## src/numeric_char_ref_decoder_defines.svh

```systemverilog
// assertion macros for the numeric character reference decoder
`ifndef NUMERIC_CHAR_REF_DECODER_DEFINES_SVH
`define NUMERIC_CHAR_REF_DECODER_DEFINES_SVH

// implication in the same cycle
`define NCRD_ASSERT_SAME(label, ante, cons) \
    label: assert property (@(posedge clk) disable iff (!rst_n) (ante) |-> (cons)) \
        else $error("ncrd assertion failed");

// implication checked in the next cycle
`define NCRD_ASSERT_NEXT(label, ante, cons) \
    label: assert property (@(posedge clk) disable iff (!rst_n) (ante) |=> (cons)) \
        else $error("ncrd assertion failed");

`endif

```

## src/ncrd_pkg.sv

```systemverilog
// types and constants shared by the decoder modules
`default_nettype none
package ncrd_pkg;

    typedef enum logic [2:0] {
        ST_IDLE,
        ST_PLAN,
        ST_READ,
        ST_FLUSH,
        ST_EXTRA,
        ST_UTF
    } state_t;

    typedef struct packed {
        logic accept;
        logic rd;
        logic load_flush;
        logic load_extra;
        logic load_utf;
    } cmd_t;

    typedef struct packed {
        logic flush_nz;
        logic extra;
        logic utf_nz;
        logic flush_done;
        logic utf_done;
        logic out_free;
    } sts_t;

    localparam logic [7:0] CH_AMP  = 8'h26;
    localparam logic [7:0] CH_HASH = 8'h23;
    localparam logic [7:0] CH_SEMI = 8'h3B;
    localparam logic [7:0] CH_LT   = 8'h3C;
    localparam logic [7:0] CH_GT   = 8'h3E;
    localparam logic [7:0] CH_QUOT = 8'h22;
    localparam logic [7:0] CH_APOS = 8'h27;

endpackage
`default_nettype wire

```

## src/ncrd_ctrl.sv

```systemverilog
// controller state machine sequencing the result bytes of one input
`default_nettype none
module ncrd_ctrl (
    input  wire logic          clk,
    input  wire logic          rst_n,
    input  wire logic          in_valid,
    output logic               in_ready,
    input  ncrd_pkg::sts_t     sts,
    output ncrd_pkg::cmd_t     cmd
);

    ncrd_pkg::state_t state_reg, state_next;

    always_ff @(posedge clk or negedge rst_n)
    begin
        if (!rst_n)
        begin
            state_reg <= ncrd_pkg::ST_IDLE;
        end
        else
        begin
            state_reg <= state_next;
        end
    end

    always_comb
    begin
        state_next = state_reg;
        case (state_reg)
            ncrd_pkg::ST_IDLE:
            begin
                if (in_valid)
                begin
                    state_next = ncrd_pkg::ST_PLAN;
                end
            end
            ncrd_pkg::ST_PLAN:
            begin
                if (sts.flush_nz)
                begin
                    state_next = ncrd_pkg::ST_READ;
                end
                else if (sts.extra)
                begin
                    state_next = ncrd_pkg::ST_EXTRA;
                end
                else if (sts.utf_nz)
                begin
                    state_next = ncrd_pkg::ST_UTF;
                end
                else
                begin
                    state_next = ncrd_pkg::ST_IDLE;
                end
            end
            ncrd_pkg::ST_READ:
            begin
                state_next = ncrd_pkg::ST_FLUSH;
            end
            ncrd_pkg::ST_FLUSH:
            begin
                if (sts.out_free)
                begin
                    if (!sts.flush_done)
                    begin
                        state_next = ncrd_pkg::ST_READ;
                    end
                    else if (sts.extra)
                    begin
                        state_next = ncrd_pkg::ST_EXTRA;
                    end
                    else
                    begin
                        state_next = ncrd_pkg::ST_IDLE;
                    end
                end
            end
            ncrd_pkg::ST_EXTRA:
            begin
                if (sts.out_free)
                begin
                    state_next = ncrd_pkg::ST_IDLE;
                end
            end
            ncrd_pkg::ST_UTF:
            begin
                if (sts.out_free && sts.utf_done)
                begin
                    state_next = ncrd_pkg::ST_IDLE;
                end
            end
            default:
            begin
                state_next = ncrd_pkg::ST_IDLE;
            end
        endcase
    end

    always_comb
    begin
        in_ready       = (state_reg == ncrd_pkg::ST_IDLE);
        cmd.accept     = in_ready && in_valid;
        cmd.rd         = (state_reg == ncrd_pkg::ST_READ);
        cmd.load_flush = (state_reg == ncrd_pkg::ST_FLUSH) && sts.out_free;
        cmd.load_extra = (state_reg == ncrd_pkg::ST_EXTRA) && sts.out_free;
        cmd.load_utf   = (state_reg == ncrd_pkg::ST_UTF) && sts.out_free;
    end

endmodule
`default_nettype wire

```

## src/ncrd_dp.sv

```systemverilog
// datapath: reference parsing, pending byte store, utf-8 encoder, output register
`default_nettype none
module ncrd_dp #(
    parameter int MAX_REF_LEN = 64
) (
    input  wire logic          clk,
    input  wire logic          rst_n,
    input  ncrd_pkg::cmd_t     cmd,
    output ncrd_pkg::sts_t     sts,
    input  wire logic [7:0]    in_byte,
    input  wire logic          text_end,
    input  wire logic          cfg_we,
    input  wire logic          cfg_keep_xml,
    output logic               out_valid,
    input  wire logic          out_ready,
    output logic [7:0]         out_byte,
    output logic               run_last,
    output logic               text_done
);

    localparam int STORE_LEN = MAX_REF_LEN - 1;
    localparam int CW = $clog2(MAX_REF_LEN);
    localparam int AW = $clog2(STORE_LEN);
    localparam logic [CW-1:0] STORE_CNT = CW'(STORE_LEN);

    function automatic logic [7:0] utf8_byte(input logic [20:0] cp, input logic [2:0] n,
                                             input logic [1:0] i);
        logic [7:0] b;
        b = 8'h00;
        case (n)
            3'd1: b = {1'b0, cp[6:0]};
            3'd2: b = (i == 2'd0) ? {3'b110, cp[10:6]} : {2'b10, cp[5:0]};
            3'd3:
            begin
                case (i)
                    2'd0:    b = {4'b1110, cp[15:12]};
                    2'd1:    b = {2'b10, cp[11:6]};
                    default: b = {2'b10, cp[5:0]};
                endcase
            end
            default:
            begin
                case (i)
                    2'd0:    b = {5'b11110, cp[20:18]};
                    2'd1:    b = {2'b10, cp[17:12]};
                    2'd2:    b = {2'b10, cp[11:6]};
                    default: b = {2'b10, cp[5:0]};
                endcase
            end
        endcase
        return b;
    endfunction

    logic [7:0]    mem [STORE_LEN];
    logic [7:0]    rd_data_reg;

    logic          keep_xml_reg;
    logic [CW-1:0] cnt_reg, cnt_next;
    logic          in_ref_reg, in_ref_next;
    logic          pt_reg, pt_next;
    logic [31:0]   dec_reg, dec_next;
    logic [31:0]   hex_reg, hex_next;
    logic [2:0]    flags_reg, flags_next;

    logic [CW-1:0] flush_cnt_reg, flush_cnt_next;
    logic          extra_reg, extra_next;
    logic [7:0]    extra_byte_reg, extra_byte_next;
    logic [2:0]    utf_cnt_reg, utf_cnt_next;
    logic [20:0]   cp_reg, cp_next;
    logic          end_reg;
    logic [CW-1:0] idx_reg;

    logic          out_valid_reg;
    logic [7:0]    out_byte_reg;
    logic          out_last_reg;
    logic          out_done_reg;

    logic          wr_en;
    logic [AW-1:0] wr_addr;
    logic          is_dec, is_lhex, is_uhex, is_alnum;
    logic [3:0]    hex_digit;
    logic [31:0]   cp_full;
    logic          ok;
    logic [CW-1:0] flush_cur;

    always_comb
    begin
        is_dec    = (in_byte >= 8'h30) && (in_byte <= 8'h39);
        is_lhex   = (in_byte >= 8'h61) && (in_byte <= 8'h66);
        is_uhex   = (in_byte >= 8'h41) && (in_byte <= 8'h46);
        is_alnum  = is_dec || ((in_byte >= 8'h61) && (in_byte <= 8'h7A))
                  || ((in_byte >= 8'h41) && (in_byte <= 8'h5A));
        hex_digit = is_dec ? in_byte[3:0] : (in_byte[3:0] + 4'd9);
    end

    always_comb
    begin
        cnt_next        = cnt_reg;
        in_ref_next     = in_ref_reg;
        pt_next         = pt_reg;
        dec_next        = dec_reg;
        hex_next        = hex_reg;
        flags_next      = flags_reg;
        flush_cur       = '0;
        extra_next      = 1'b0;
        extra_byte_next = in_byte;
        utf_cnt_next    = 3'd0;
        wr_en           = 1'b0;
        wr_addr         = cnt_reg[AW-1:0];
        ok              = 1'b0;
        cp_full         = flags_reg[1] ? hex_reg : dec_reg;
        cp_next         = cp_full[20:0];

        if (!in_ref_reg)
        begin
            if (in_byte == ncrd_pkg::CH_AMP)
            begin
                wr_en       = 1'b1;
                wr_addr     = '0;
                cnt_next    = CW'(1);
                flags_next  = '0;
                dec_next    = '0;
                hex_next    = '0;
                in_ref_next = 1'b1;
                pt_next     = 1'b0;
            end
            else
            begin
                extra_next = 1'b1;
            end
        end
        else if (pt_reg)
        begin
            extra_next = 1'b1;
            if (!is_alnum)
            begin
                in_ref_next = 1'b0;
                pt_next     = 1'b0;
            end
        end
        else if (is_alnum || ((in_byte == ncrd_pkg::CH_HASH) && (cnt_reg == CW'(1))))
        begin
            if (cnt_reg >= STORE_CNT)
            begin
                flush_cur  = cnt_reg;
                cnt_next   = '0;
                extra_next = 1'b1;
                pt_next    = 1'b1;
            end
            else
            begin
                wr_en    = 1'b1;
                cnt_next = cnt_reg + CW'(1);
                if ((cnt_reg == CW'(1)) && (in_byte == ncrd_pkg::CH_HASH))
                begin
                    flags_next[0] = 1'b1;
                end
                else if (flags_reg[0])
                begin
                    if ((cnt_reg == CW'(2)) && ((in_byte == 8'h78) || (in_byte == 8'h58)))
                    begin
                        flags_next[1] = 1'b1;
                    end
                    else if (flags_reg[1])
                    begin
                        if (is_dec || is_lhex || is_uhex)
                        begin
                            hex_next = {hex_reg[27:0], hex_digit};
                        end
                        else
                        begin
                            flags_next[2] = 1'b1;
                        end
                    end
                    else
                    begin
                        if (is_dec)
                        begin
                            dec_next = {dec_reg[28:0], 3'b000} + {dec_reg[30:0], 1'b0}
                                     + {28'd0, in_byte[3:0]};
                        end
                        else
                        begin
                            flags_next[2] = 1'b1;
                        end
                    end
                end
            end
        end
        else if (in_byte == ncrd_pkg::CH_SEMI)
        begin
            if (flags_reg[0] && !flags_reg[2])
            begin
                ok = flags_reg[1] ? (cnt_reg >= CW'(4)) : (cnt_reg >= CW'(3));
            end
            if (keep_xml_reg && ((cp_full == 32'(ncrd_pkg::CH_LT))
                || (cp_full == 32'(ncrd_pkg::CH_GT)) || (cp_full == 32'(ncrd_pkg::CH_AMP))
                || (cp_full == 32'(ncrd_pkg::CH_QUOT)) || (cp_full == 32'(ncrd_pkg::CH_APOS))))
            begin
                ok = 1'b0;
            end
            if (!ok)
            begin
                flush_cur  = cnt_reg;
                extra_next = 1'b1;
            end
            else if ((cp_full == 32'd0) || (cp_full >= 32'h0011_0000))
            begin
                utf_cnt_next = 3'd0;
            end
            else if (cp_full < 32'h80)
            begin
                utf_cnt_next = 3'd1;
            end
            else if (cp_full < 32'h800)
            begin
                utf_cnt_next = 3'd2;
            end
            else if (cp_full < 32'h1_0000)
            begin
                utf_cnt_next = 3'd3;
            end
            else
            begin
                utf_cnt_next = 3'd4;
            end
            cnt_next    = '0;
            in_ref_next = 1'b0;
        end
        else
        begin
            flush_cur   = cnt_reg;
            cnt_next    = '0;
            extra_next  = 1'b1;
            in_ref_next = 1'b0;
        end

        flush_cnt_next = flush_cur;
        if (text_end)
        begin
            if (in_ref_next && !pt_next)
            begin
                flush_cnt_next = cnt_next;
            end
            in_ref_next = 1'b0;
            pt_next     = 1'b0;
            cnt_next    = '0;
            flags_next  = '0;
            dec_next    = '0;
            hex_next    = '0;
        end
    end

    always_ff @(posedge clk)
    begin
        if (cmd.accept && wr_en)
        begin
            mem[wr_addr] <= in_byte;
        end
        if (cmd.rd)
        begin
            rd_data_reg <= mem[idx_reg[AW-1:0]];
        end
    end

    always_ff @(posedge clk or negedge rst_n)
    begin
        if (!rst_n)
        begin
            keep_xml_reg  <= 1'b0;
            cnt_reg       <= '0;
            in_ref_reg    <= 1'b0;
            pt_reg        <= 1'b0;
            dec_reg       <= '0;
            hex_reg       <= '0;
            flags_reg     <= '0;
            flush_cnt_reg <= '0;
            extra_reg     <= 1'b0;
            utf_cnt_reg   <= '0;
            end_reg       <= 1'b0;
            idx_reg       <= '0;
            out_valid_reg <= 1'b0;
        end
        else
        begin
            if (cfg_we)
            begin
                keep_xml_reg <= cfg_keep_xml;
            end
            if (cmd.accept)
            begin
                cnt_reg       <= cnt_next;
                in_ref_reg    <= in_ref_next;
                pt_reg        <= pt_next;
                dec_reg       <= dec_next;
                hex_reg       <= hex_next;
                flags_reg     <= flags_next;
                flush_cnt_reg <= flush_cnt_next;
                extra_reg     <= extra_next;
                utf_cnt_reg   <= utf_cnt_next;
                end_reg       <= text_end;
                idx_reg       <= '0;
            end
            else if (cmd.load_flush || cmd.load_utf)
            begin
                idx_reg <= idx_reg + CW'(1);
            end
            if (cmd.load_flush || cmd.load_extra || cmd.load_utf)
            begin
                out_valid_reg <= 1'b1;
            end
            else if (out_ready)
            begin
                out_valid_reg <= 1'b0;
            end
        end
    end

    always_ff @(posedge clk)
    begin
        if (cmd.accept)
        begin
            extra_byte_reg <= (in_ref_reg && !pt_reg && (in_byte == ncrd_pkg::CH_SEMI))
                            ? ncrd_pkg::CH_SEMI : extra_byte_next;
            cp_reg         <= cp_next;
        end
        if (cmd.load_flush)
        begin
            out_byte_reg <= rd_data_reg;
            out_last_reg <= sts.flush_done && !extra_reg;
            out_done_reg <= sts.flush_done && !extra_reg && end_reg;
        end
        else if (cmd.load_extra)
        begin
            out_byte_reg <= extra_byte_reg;
            out_last_reg <= 1'b1;
            out_done_reg <= end_reg;
        end
        else if (cmd.load_utf)
        begin
            out_byte_reg <= utf8_byte(cp_reg, utf_cnt_reg, idx_reg[1:0]);
            out_last_reg <= sts.utf_done;
            out_done_reg <= sts.utf_done && end_reg;
        end
    end

    always_comb
    begin
        sts.flush_nz   = (flush_cnt_reg != '0);
        sts.extra      = extra_reg;
        sts.utf_nz     = (utf_cnt_reg != 3'd0);
        sts.flush_done = (idx_reg == (flush_cnt_reg - CW'(1)));
        sts.utf_done   = (idx_reg == CW'(utf_cnt_reg - 3'd1));
        sts.out_free   = !out_valid_reg || out_ready;
    end

    assign out_valid = out_valid_reg;
    assign out_byte  = out_byte_reg;
    assign run_last  = out_last_reg;
    assign text_done = out_done_reg;

endmodule
`default_nettype wire

```

## src/numeric_char_ref_decoder.sv

```systemverilog
// top level of the numeric character reference decoder
//
//   channel   dir   handshake            payload
//   s_axis    in    s_tvalid/s_tready    s_tdata = in_byte, s_tlast = text_end
//   m_axis    out   m_tvalid/m_tready    m_tdata = out_byte, m_tlast = run_last,
//                                        m_tuser = text_done
//   cfg       in    cfg_valid/cfg_ready  cfg_data = keep_xml
//
// one input at a time: idle and plan per input, read and flush per flushed pending byte,
// utf or extra per utf-8 or verbatim byte; the pending store read port sets the flush rate
// a result in the output register waits for m_tready while the next input is taken
// rst_n clears control state asynchronously; no clearing pass over the store
// cfg_ready is always high
`default_nettype none
`include "numeric_char_ref_decoder_defines.svh"
module numeric_char_ref_decoder #(
    parameter int MAX_REF_LEN = 64
) (
    input  wire logic       clk,
    input  wire logic       rst_n,
    input  wire logic       s_tvalid,
    output logic            s_tready,
    input  wire logic [7:0] s_tdata,   // [7:0] in_byte
    input  wire logic       s_tlast,
    output logic            m_tvalid,
    input  wire logic       m_tready,
    output logic [7:0]      m_tdata,   // [7:0] out_byte
    output logic            m_tlast,
    output logic            m_tuser,   // [0] text_done
    input  wire logic       cfg_valid,
    output logic            cfg_ready,
    input  wire logic       cfg_data
);

    ncrd_pkg::cmd_t cmd;
    ncrd_pkg::sts_t sts;

    assign cfg_ready = 1'b1;

    ncrd_ctrl u_ctrl (
        .clk      (clk),
        .rst_n    (rst_n),
        .in_valid (s_tvalid),
        .in_ready (s_tready),
        .sts      (sts),
        .cmd      (cmd)
    );

    ncrd_dp #(
        .MAX_REF_LEN (MAX_REF_LEN)
    ) u_dp (
        .clk          (clk),
        .rst_n        (rst_n),
        .cmd          (cmd),
        .sts          (sts),
        .in_byte      (s_tdata),
        .text_end     (s_tlast),
        .cfg_we       (cfg_valid && cfg_ready),
        .cfg_keep_xml (cfg_data),
        .out_valid    (m_tvalid),
        .out_ready    (m_tready),
        .out_byte     (m_tdata),
        .run_last     (m_tlast),
        .text_done    (m_tuser)
    );

    // the controller leaves idle after every transfer in
    `NCRD_ASSERT_NEXT(a_busy_after_accept, s_tvalid && s_tready, !s_tready)
    // text end only on the last byte of a run
    `NCRD_ASSERT_SAME(a_done_is_last, m_tvalid && m_tuser, m_tlast)
    // results are only loaded while the input side is closed
    `NCRD_ASSERT_SAME(a_load_while_busy, $rose(m_tvalid), $past(!s_tready))

endmodule
`default_nettype wire
```

## config.mk

```make
export PLATFORM = sky130hd
export DESIGN_NAME = numeric_char_ref_decoder
export DESIGN_NICKNAME = d
export VERILOG_FILES = /design/src/ncrd_pkg.sv /design/src/ncrd_ctrl.sv /design/src/ncrd_dp.sv /design/src/numeric_char_ref_decoder.sv
export VERILOG_INCLUDE_DIRS = /design/src /design/src/src
export SDC_FILE = /design/constraint.sdc
export NUM_CORES = 1
export LEC_CHECK = 0
export BUFFER_PORTS_ARGS = -buffer_cell sky130_fd_sc_hd__buf_2
export CELL_PAD_IN_SITES_DETAIL_PLACEMENT = 0
export CELL_PAD_IN_SITES_GLOBAL_PLACEMENT = 1
export CORE_MARGIN = 1
export CORE_UTILIZATION = 48
export CTS_CLUSTER_SIZE = 40
export DETAILED_ROUTE_END_ITERATION = 7
export PLACE_DENSITY = 0.74
export SLEW_MARGIN = 20
export SYNTH_ARGS = -nofsm -noshare
export SYNTH_HDL_FRONTEND = slang
export SYNTH_SLANG_ARGS = --single-unit
```

## constraint.sdc

```tcl
create_clock -name clk -period 5.1 [get_ports clk]
set_input_delay 0 -clock clk [delete_from_list [all_inputs] [get_ports clk]]
set_output_delay 0 -clock clk [all_outputs]
set_load 0.02 [all_outputs]
```

==> results.yml, run 1 <==
sta:
  max_freq_mhz: 234
  rsz0062_at_grt: "false"
  worstMarginPinSlew_ps: 979
  drv_slew: 0
  slew_headroom_pct: 34.5
  finalCritPeriodShare_pct: 83.6
  finalSetupTns_ps: 0
  finalHoldViolCount: 0
  fin_worst_skew_ps: 21.4
  fin_ws_ps: 835
  holdWs_ps: 36.8
  setup_viol: 0
  fin_crit_ps: 4270
worst_setup_path:
  crit_family: "simple AND/OR/NAND/NOR gates"
  critical_path.max_stage_delay_ps: 920
  crit_chain: "dlygate4sd3_1, buf_2, inv_1, ha_1, o21bai_1, a211oi_1, a21oi_1, a211oi_4, o21ai_1, nor2_1, nand4_1, nor2_1"
  crit_buf_inv: 3
  cp_max_fo: 8
  endpoint_kind: "flip-flop"
  worstPathRequired_ps: 5320
  crit_arrival_ps: 4480
  cpMostUsedCell: "nor2_1"
  start_kind: "input pin"
  slowest_stage: "nor2_1"
  critical_path_class: "input pin to flip-flop"
logic_synthesis:
  synth_cells: 1791
  async_reset_ff_share_pct: 15.0
  synth_top_area_share_pct: 57.7
  yosysTopAreaCell: "edfxtp_1"
  synth_cell_types: 74
  synth-edff-count: 551
  seq_area_frac_synth_pct: 66.2
  syn-cell-area_um2: 28700
  syn_nets: 1887
  syn_area_per_cell_um2: 16.0
  synth_area_leaders: "edfxtp_1, mux4_2, dfrtp_1, ha_1, nor2_1"
  synth_ff_type: "edfxtp_1"
  ys_seq_elements: 648
  ys_warn_count: 0
  yosys.cell_count.top_type: "edfxtp_1"
  yosys-top-cells-count: "edfxtp_1, mux4_2, nor2_1"
grt:
  antenna_found_initial: 2
  grt_start_max_net_pins: 70
  grt.overflow.total: 0
  met3_usage_pct: 4.72
  grt_pass1_vias: 16300
  top_usage_layer: "met2"
  grt_first_pass_wirelength_mm: 105
  grtUsageMet2_pct: 36.5
  grtUsageTotal_pct: 23.3
  met1_usage_pct: 33.2
die:
  ios: 28
  coreArea_um2: 59000
  fp.dieW_um: 246
  start_util_pct: 48.6
  die_y_um: 246
  dieArea_um2: 60700
  row_count: 89
cells_and_area:
  final_util_pct: 54.2
  syn2layout_area_growth_pct: 11.6
  largest_reg_flops: 504
  drive_gt1_share_pct: 19.1
  antenna_cells: 0
  final_nets: 1933
  postLayoutCellArea_um2: 32000
hold_path:
  holdCritPathClass: "input pin to asynchronous set/reset pin"
place:
  routabilityCongestion: 0.894
  dp_hpwl_mm: 44.8
  pre_cts_ws_ps: 759
  placed_area_um2: 29700
  numPortBuffers: 26
clock_tree:
  clk_latency_ps: 600
  cts_tree: "built"
  cts_inserted_buffers: 68
  ctsHtreeMaxLevel: 3
  clockBufferDepth: 3
  cts_root_buffer: "clkbuf_16"
  clkTransAtPathRegs_ps: 60
  cts.sinks: 648
route:
  drtAntennaViolNets: 0
  drt_iter0_markers: 1585
  drc: 0
  wl_per_cell_um: 25.9
  dr.pass1.iters: 5
  route.vias.total: 16400
  finalWirelength_mm: 69.1
  vias_per_cell: 6.14
power:
  p_per_area_nw_per_um2: 398
  leakagePower_nw: 10.9
  ir_drop_uv: 313
flow_run:
  drv_cap: 0
status:
  status: "finished, final reports clean"
-- final timing paths --
check / from / endpoint / slack (ps) / depth (start not counted)
hold / removal: rst_n / u_dp.dec_reg[25]$_DFFE_PN0P_ / 40 / 2
hold reg to reg: u_dp.end_reg$_DFFE_PN0P_ / u_dp.end_reg$_DFFE_PN0P_ / 490 / 2
max in group asynchronous: rst_n / u_dp.idx_reg[0]$_DFFE_PN0P_ / 3890 / 3
setup / recovery: s_tdata[0] / u_dp.mem[14][1]$_DFFE_PP_ / 830 / 12
min in group clk: s_tdata[7] / u_dp.flags_reg[1]$_DFFE_PN0P_ / 140 / 6
setup reg to reg: u_dp.cnt_reg[4]$_DFFE_PN0P_ / u_dp.mem[14][1]$_DFFE_PP_ / 840 / 8
-- cells by family after synthesis --
group | count (synthesis) | synth area share (%)
xor+xnor | 40 | 1.22
buf+inv | 140 | 1.88
fa+ha+maj | 81 | 3.59
flops | 648 | 66.2
mux | 195 | 13.8
other cells | 1 | 0.0131
simple gates | 386 | 6.44
compound gates | 300 | 6.90
-- placed cells by master, fill, tap and decap left out, types with 21 or more instances in the layout --
cell type    n
a21oi_1     58
nor2_1     125
inv_1       39
buf_4       36
clkbuf_16   69
buf_2       25
ha_1        79
edfxtp_1   551
nand3_1     31
mux4_2     158
o21ai_0     88
nand2_1    101
nor3_1      21
xnor2_1     21
dfrtp_1     93
a22o_1      31
-- through the flow --
stage	power, W	cells
after global routing	0.0132	2665
after global placement	0.00809	2528
after detailed placement	0.00810	2528
after CTS	0.0128	2665
final	0.0127	2665
after floorplan	0.00742	1791
-- timing repair --
action	4_1_cts	5_1_grt
hold buffers	12	0
endpoints found under the setup margin	0	0
setup buffers	0	0
resized for setup	0	0
hold endpoints to repair	110	0
-- where the power goes --
group          switching, W  internal [W]
Combinational       0.00104      0.000819
Clock               0.00205       0.00269
Sequential         0.000196       0.00594
Total               0.00329       0.00945
-- final cells by class --
| type | count | area, µm² |
|---|---|---|
| flip-flops and latches | 648 | 19000 |
| fillers | 4697 | 27000 |
| repair buffers | 76 | 576 |
| well taps | 773 | 967 |
| clock buffers | 82 | 1800 |
| inverters | 40 | 150 |
| multi-input cells | 1003 | 9180 |
| clock inverters | 43 | 337 |
-- per-layer routing --
layer | vias up | routed length [µm]
met1 | 8390 | 29400
met4 | 4 | 1690
li1 | 7209 | -
met5 | - | 20
met3 | 106 | 5180
met2 | 665 | 32800
No activity file was read; power rests on OpenSTA's default activity.
==> inputs of run 2 (changes only) <==
- clock period: 5.1 -> 4.1 ns (I/O delays scaled with it)
==> results.yml, run 2 (synthesis gave the netlist of run 1 again) <==
status:
  status: "finished, final reports clean"
worst_setup_path:
  crit_arrival_ps: 4050
  rr_endpoint: "u_dp.mem[27][6]$_DFFE_PP_"
  cp_max_fo: 11
  worstPathRequired_ps: 4340
  r2r_start: "u_dp.cnt_reg[1]$_DFFE_PN0P_"
  critical_path_class: "flip-flop to flip-flop"
  rrSetupSlack_ps: 290
  endpoint_kind: "flip-flop"
  start_kind: "flip-flop"
  r2r_cells: 9
grt:
  grt_pass1_vias: 16400
  grtUsageTotal_pct: 23.0
  antenna_found_initial: 0
  grt.overflow.total: 0
  grt_first_pass_wirelength_mm: 104
  grt_start_max_net_pins: 74
clock_tree:
  cts_root_buffer: "clkbuf_16"
  cts_resized: 0
  clk_latency_ps: 610
  cts_setup_buffers: 0
  cts_tree: "built"
  clockBufferDepth: 3
  cts.sinks: 648
  clkTransAtPathRegs_ps: 60
  cts_inserted_buffers: 67
  ctsHtreeMaxLevel: 3
power:
  ir_drop_uv: 434
  power_frac_seq_pct: 47.2
  leakagePower_nw: 11.3
  cell_internal_pwr_w: 0.0120
  p_per_area_nw_per_um2: 494
  p_sw_share_pct: 25.4
  p_clk_share_pct: 37.9
  comb_power_share_pct: 14.8
  switchingPower_w: 0.00407
die:
  start_util_pct: 48.6
  coreArea_um2: 59000
  fp.dieW_um: 246
  dieArea_um2: 60700
  ios: 28
  die_y_um: 246
  row_count: 89
hold_path:
  hp-start: "s_tdata[3]"
  min_to: "u_dp.mem[57][3]$_DFFE_PP_"
  holdCritPathClass: "input pin to flip-flop"
  whs_path_depth: 2
sta:
  rsz0062_at_grt: "false"
  finalSetupTns_ps: 0
  max_freq_mhz: 262
  fin_crit_ps: 3810
  drv_slew: 0
  setup_viol: 0
  worstMarginPinSlew_ps: 1050
  finalHoldViolCount: 0
  finalCritPeriodShare_pct: 93.0
  fin_worst_skew_ps: 29.0
  slew_headroom_pct: 30.2
cells_and_area:
  n_fill_cell: 4612
  postLayoutCellArea_um2: 32500
  largest_reg_flops: 504
  final_common_cell: "edfxtp_1"
  drive_gt1_share_pct: 21.6
  antenna_cells: 0
  final_nets: 1994
  final_cell_mix: "edfxtp_1, mux4_2, nor2_1"
  syn2layout_area_growth_pct: 13.4
place:
  routabilityCongestion: 0.916
  placed_area_um2: 30200
  numPortBuffers: 26
  dp_hpwl_mm: 44.6
route:
  wl_per_cell_um: 25.0
  drt_iter0_markers: 1682
  finalWirelength_mm: 68.2
  vias_per_cell: 6.12
  route.vias.total: 16700
  drc: 0
  drtAntennaViolNets: 0
  dr.pass1.iters: 6
flow_run:
  drv_cap: 0
==> run 2: cell types whose count changed in the layout (fill, tap and decap cells not counted), moves of 2 or more <==
| cell | change |
|---|---|
| buf_4 | +63 |
| bufinv_16 | +3 |
| clkbuf_8 | +2 |
| clkinv_2 | -2 |
| clkinvlp_4 | -2 |
| inv_6 | -2 |
==> run 2: worst max-delay path: stages (launching register included) <==
cell and delay, ps:
dfrtp_1 500, inv_1 220, ha_1 180, nand2_1 50, or3b_4 440, a211oi_4 320
o21ai_1 130, or2_1 240, or4_1 730, nor2_1 650
==> run 2: per-stage QoR <==
| stage | utilization, % | hold slack [ps] | power (W) | setup slack, ps | instances |
|---|---|---|---|---|---|
| 2_1_floorplan | - | -296 | 0.00922 | 906 | 1791 |
| 3_3_place_gp | 51.2 | 224 | 0.0101 | 434 | 2591 |
| 3_5_place_dp | 51.2 | 224 | 0.0101 | 326 | 2591 |
| 4_1_cts | 55.1 | 10.2 | 0.0162 | 353 | 2725 |
| 5_1_grt | 55.1 | 29.3 | 0.0166 | 85.5 | 2725 |
| 6_report | 55.1 | 47.9 | 0.0161 | 286 | 2725 |
==> run 2: what timing repair did <==
action	4_1_cts	5_1_grt
hold buffers	11	0
endpoints found under the hold margin	117	0
setup endpoints to repair	0	0
==> run 2: power groups by stage <==
stage	Sequential [W]	Clock [W]	Combinational [W]
final	0.00759	0.00609	0.00238
after global routing	0.00760	0.00644	0.00254
after CTS	0.00758	0.00620	0.00241
after detailed placement	0.00772	0	0.00238
after global placement	0.00771	0	0.00235
after floorplan	0.00764	0	0.00158
==> run 2: worst max-delay path by stage <==
stage / start / endpoint / slack [ps]
floorplan: u_dp.cnt_reg[1]$_DFFE_PN0P_ / u_dp.mem[41][0]$_DFFE_PP_ / 910
global placement: s_tdata[6] / u_dp.mem[11][2]$_DFFE_PP_ / 430
detailed placement: u_dp.cnt_reg[1]$_DFFE_PN0P_ / u_dp.mem[27][5]$_DFFE_PP_ / 330
CTS: u_dp.cnt_reg[1]$_DFFE_PN0P_ / u_dp.mem[27][2]$_DFFE_PP_ / 350
global route: u_dp.cnt_reg[1]$_DFFE_PN0P_ / u_dp.mem[11][7]$_DFFE_PP_ / 90
finish: u_dp.cnt_reg[1]$_DFFE_PN0P_ / u_dp.mem[27][6]$_DFFE_PP_ / 290
==> run 2: per-layer routing <==
layer / wire [µm] / part of all wire, % / up-vias / track usage (%)
li1: - / - / 7332 / -
met1: 29400 / 43 / 8571 / 33.6
met2: 32600 / 48 / 676 / 36.1
met3: 4940 / 7.2 / 92 / 3.71
met4: 1360 / 2.0 / 0 / 5.86
met5: 0 / 0 / - / 0
==> run 2: final cells by class <==
| type | count | area, µm² | share of cell area (%) |
|---|---|---|---|
| timing repair buffer | 138 | 1040 | 3.19 |
| sequential | 648 | 19000 | 58.4 |
| tap | 773 | 967 | 2.97 |
| multi-input combinational | 1003 | 9160 | 28.2 |
| clock buffer | 84 | 1820 | 5.61 |
| inverter | 40 | 150 | 0.462 |
| clock inverter | 39 | 392 | 1.20 |
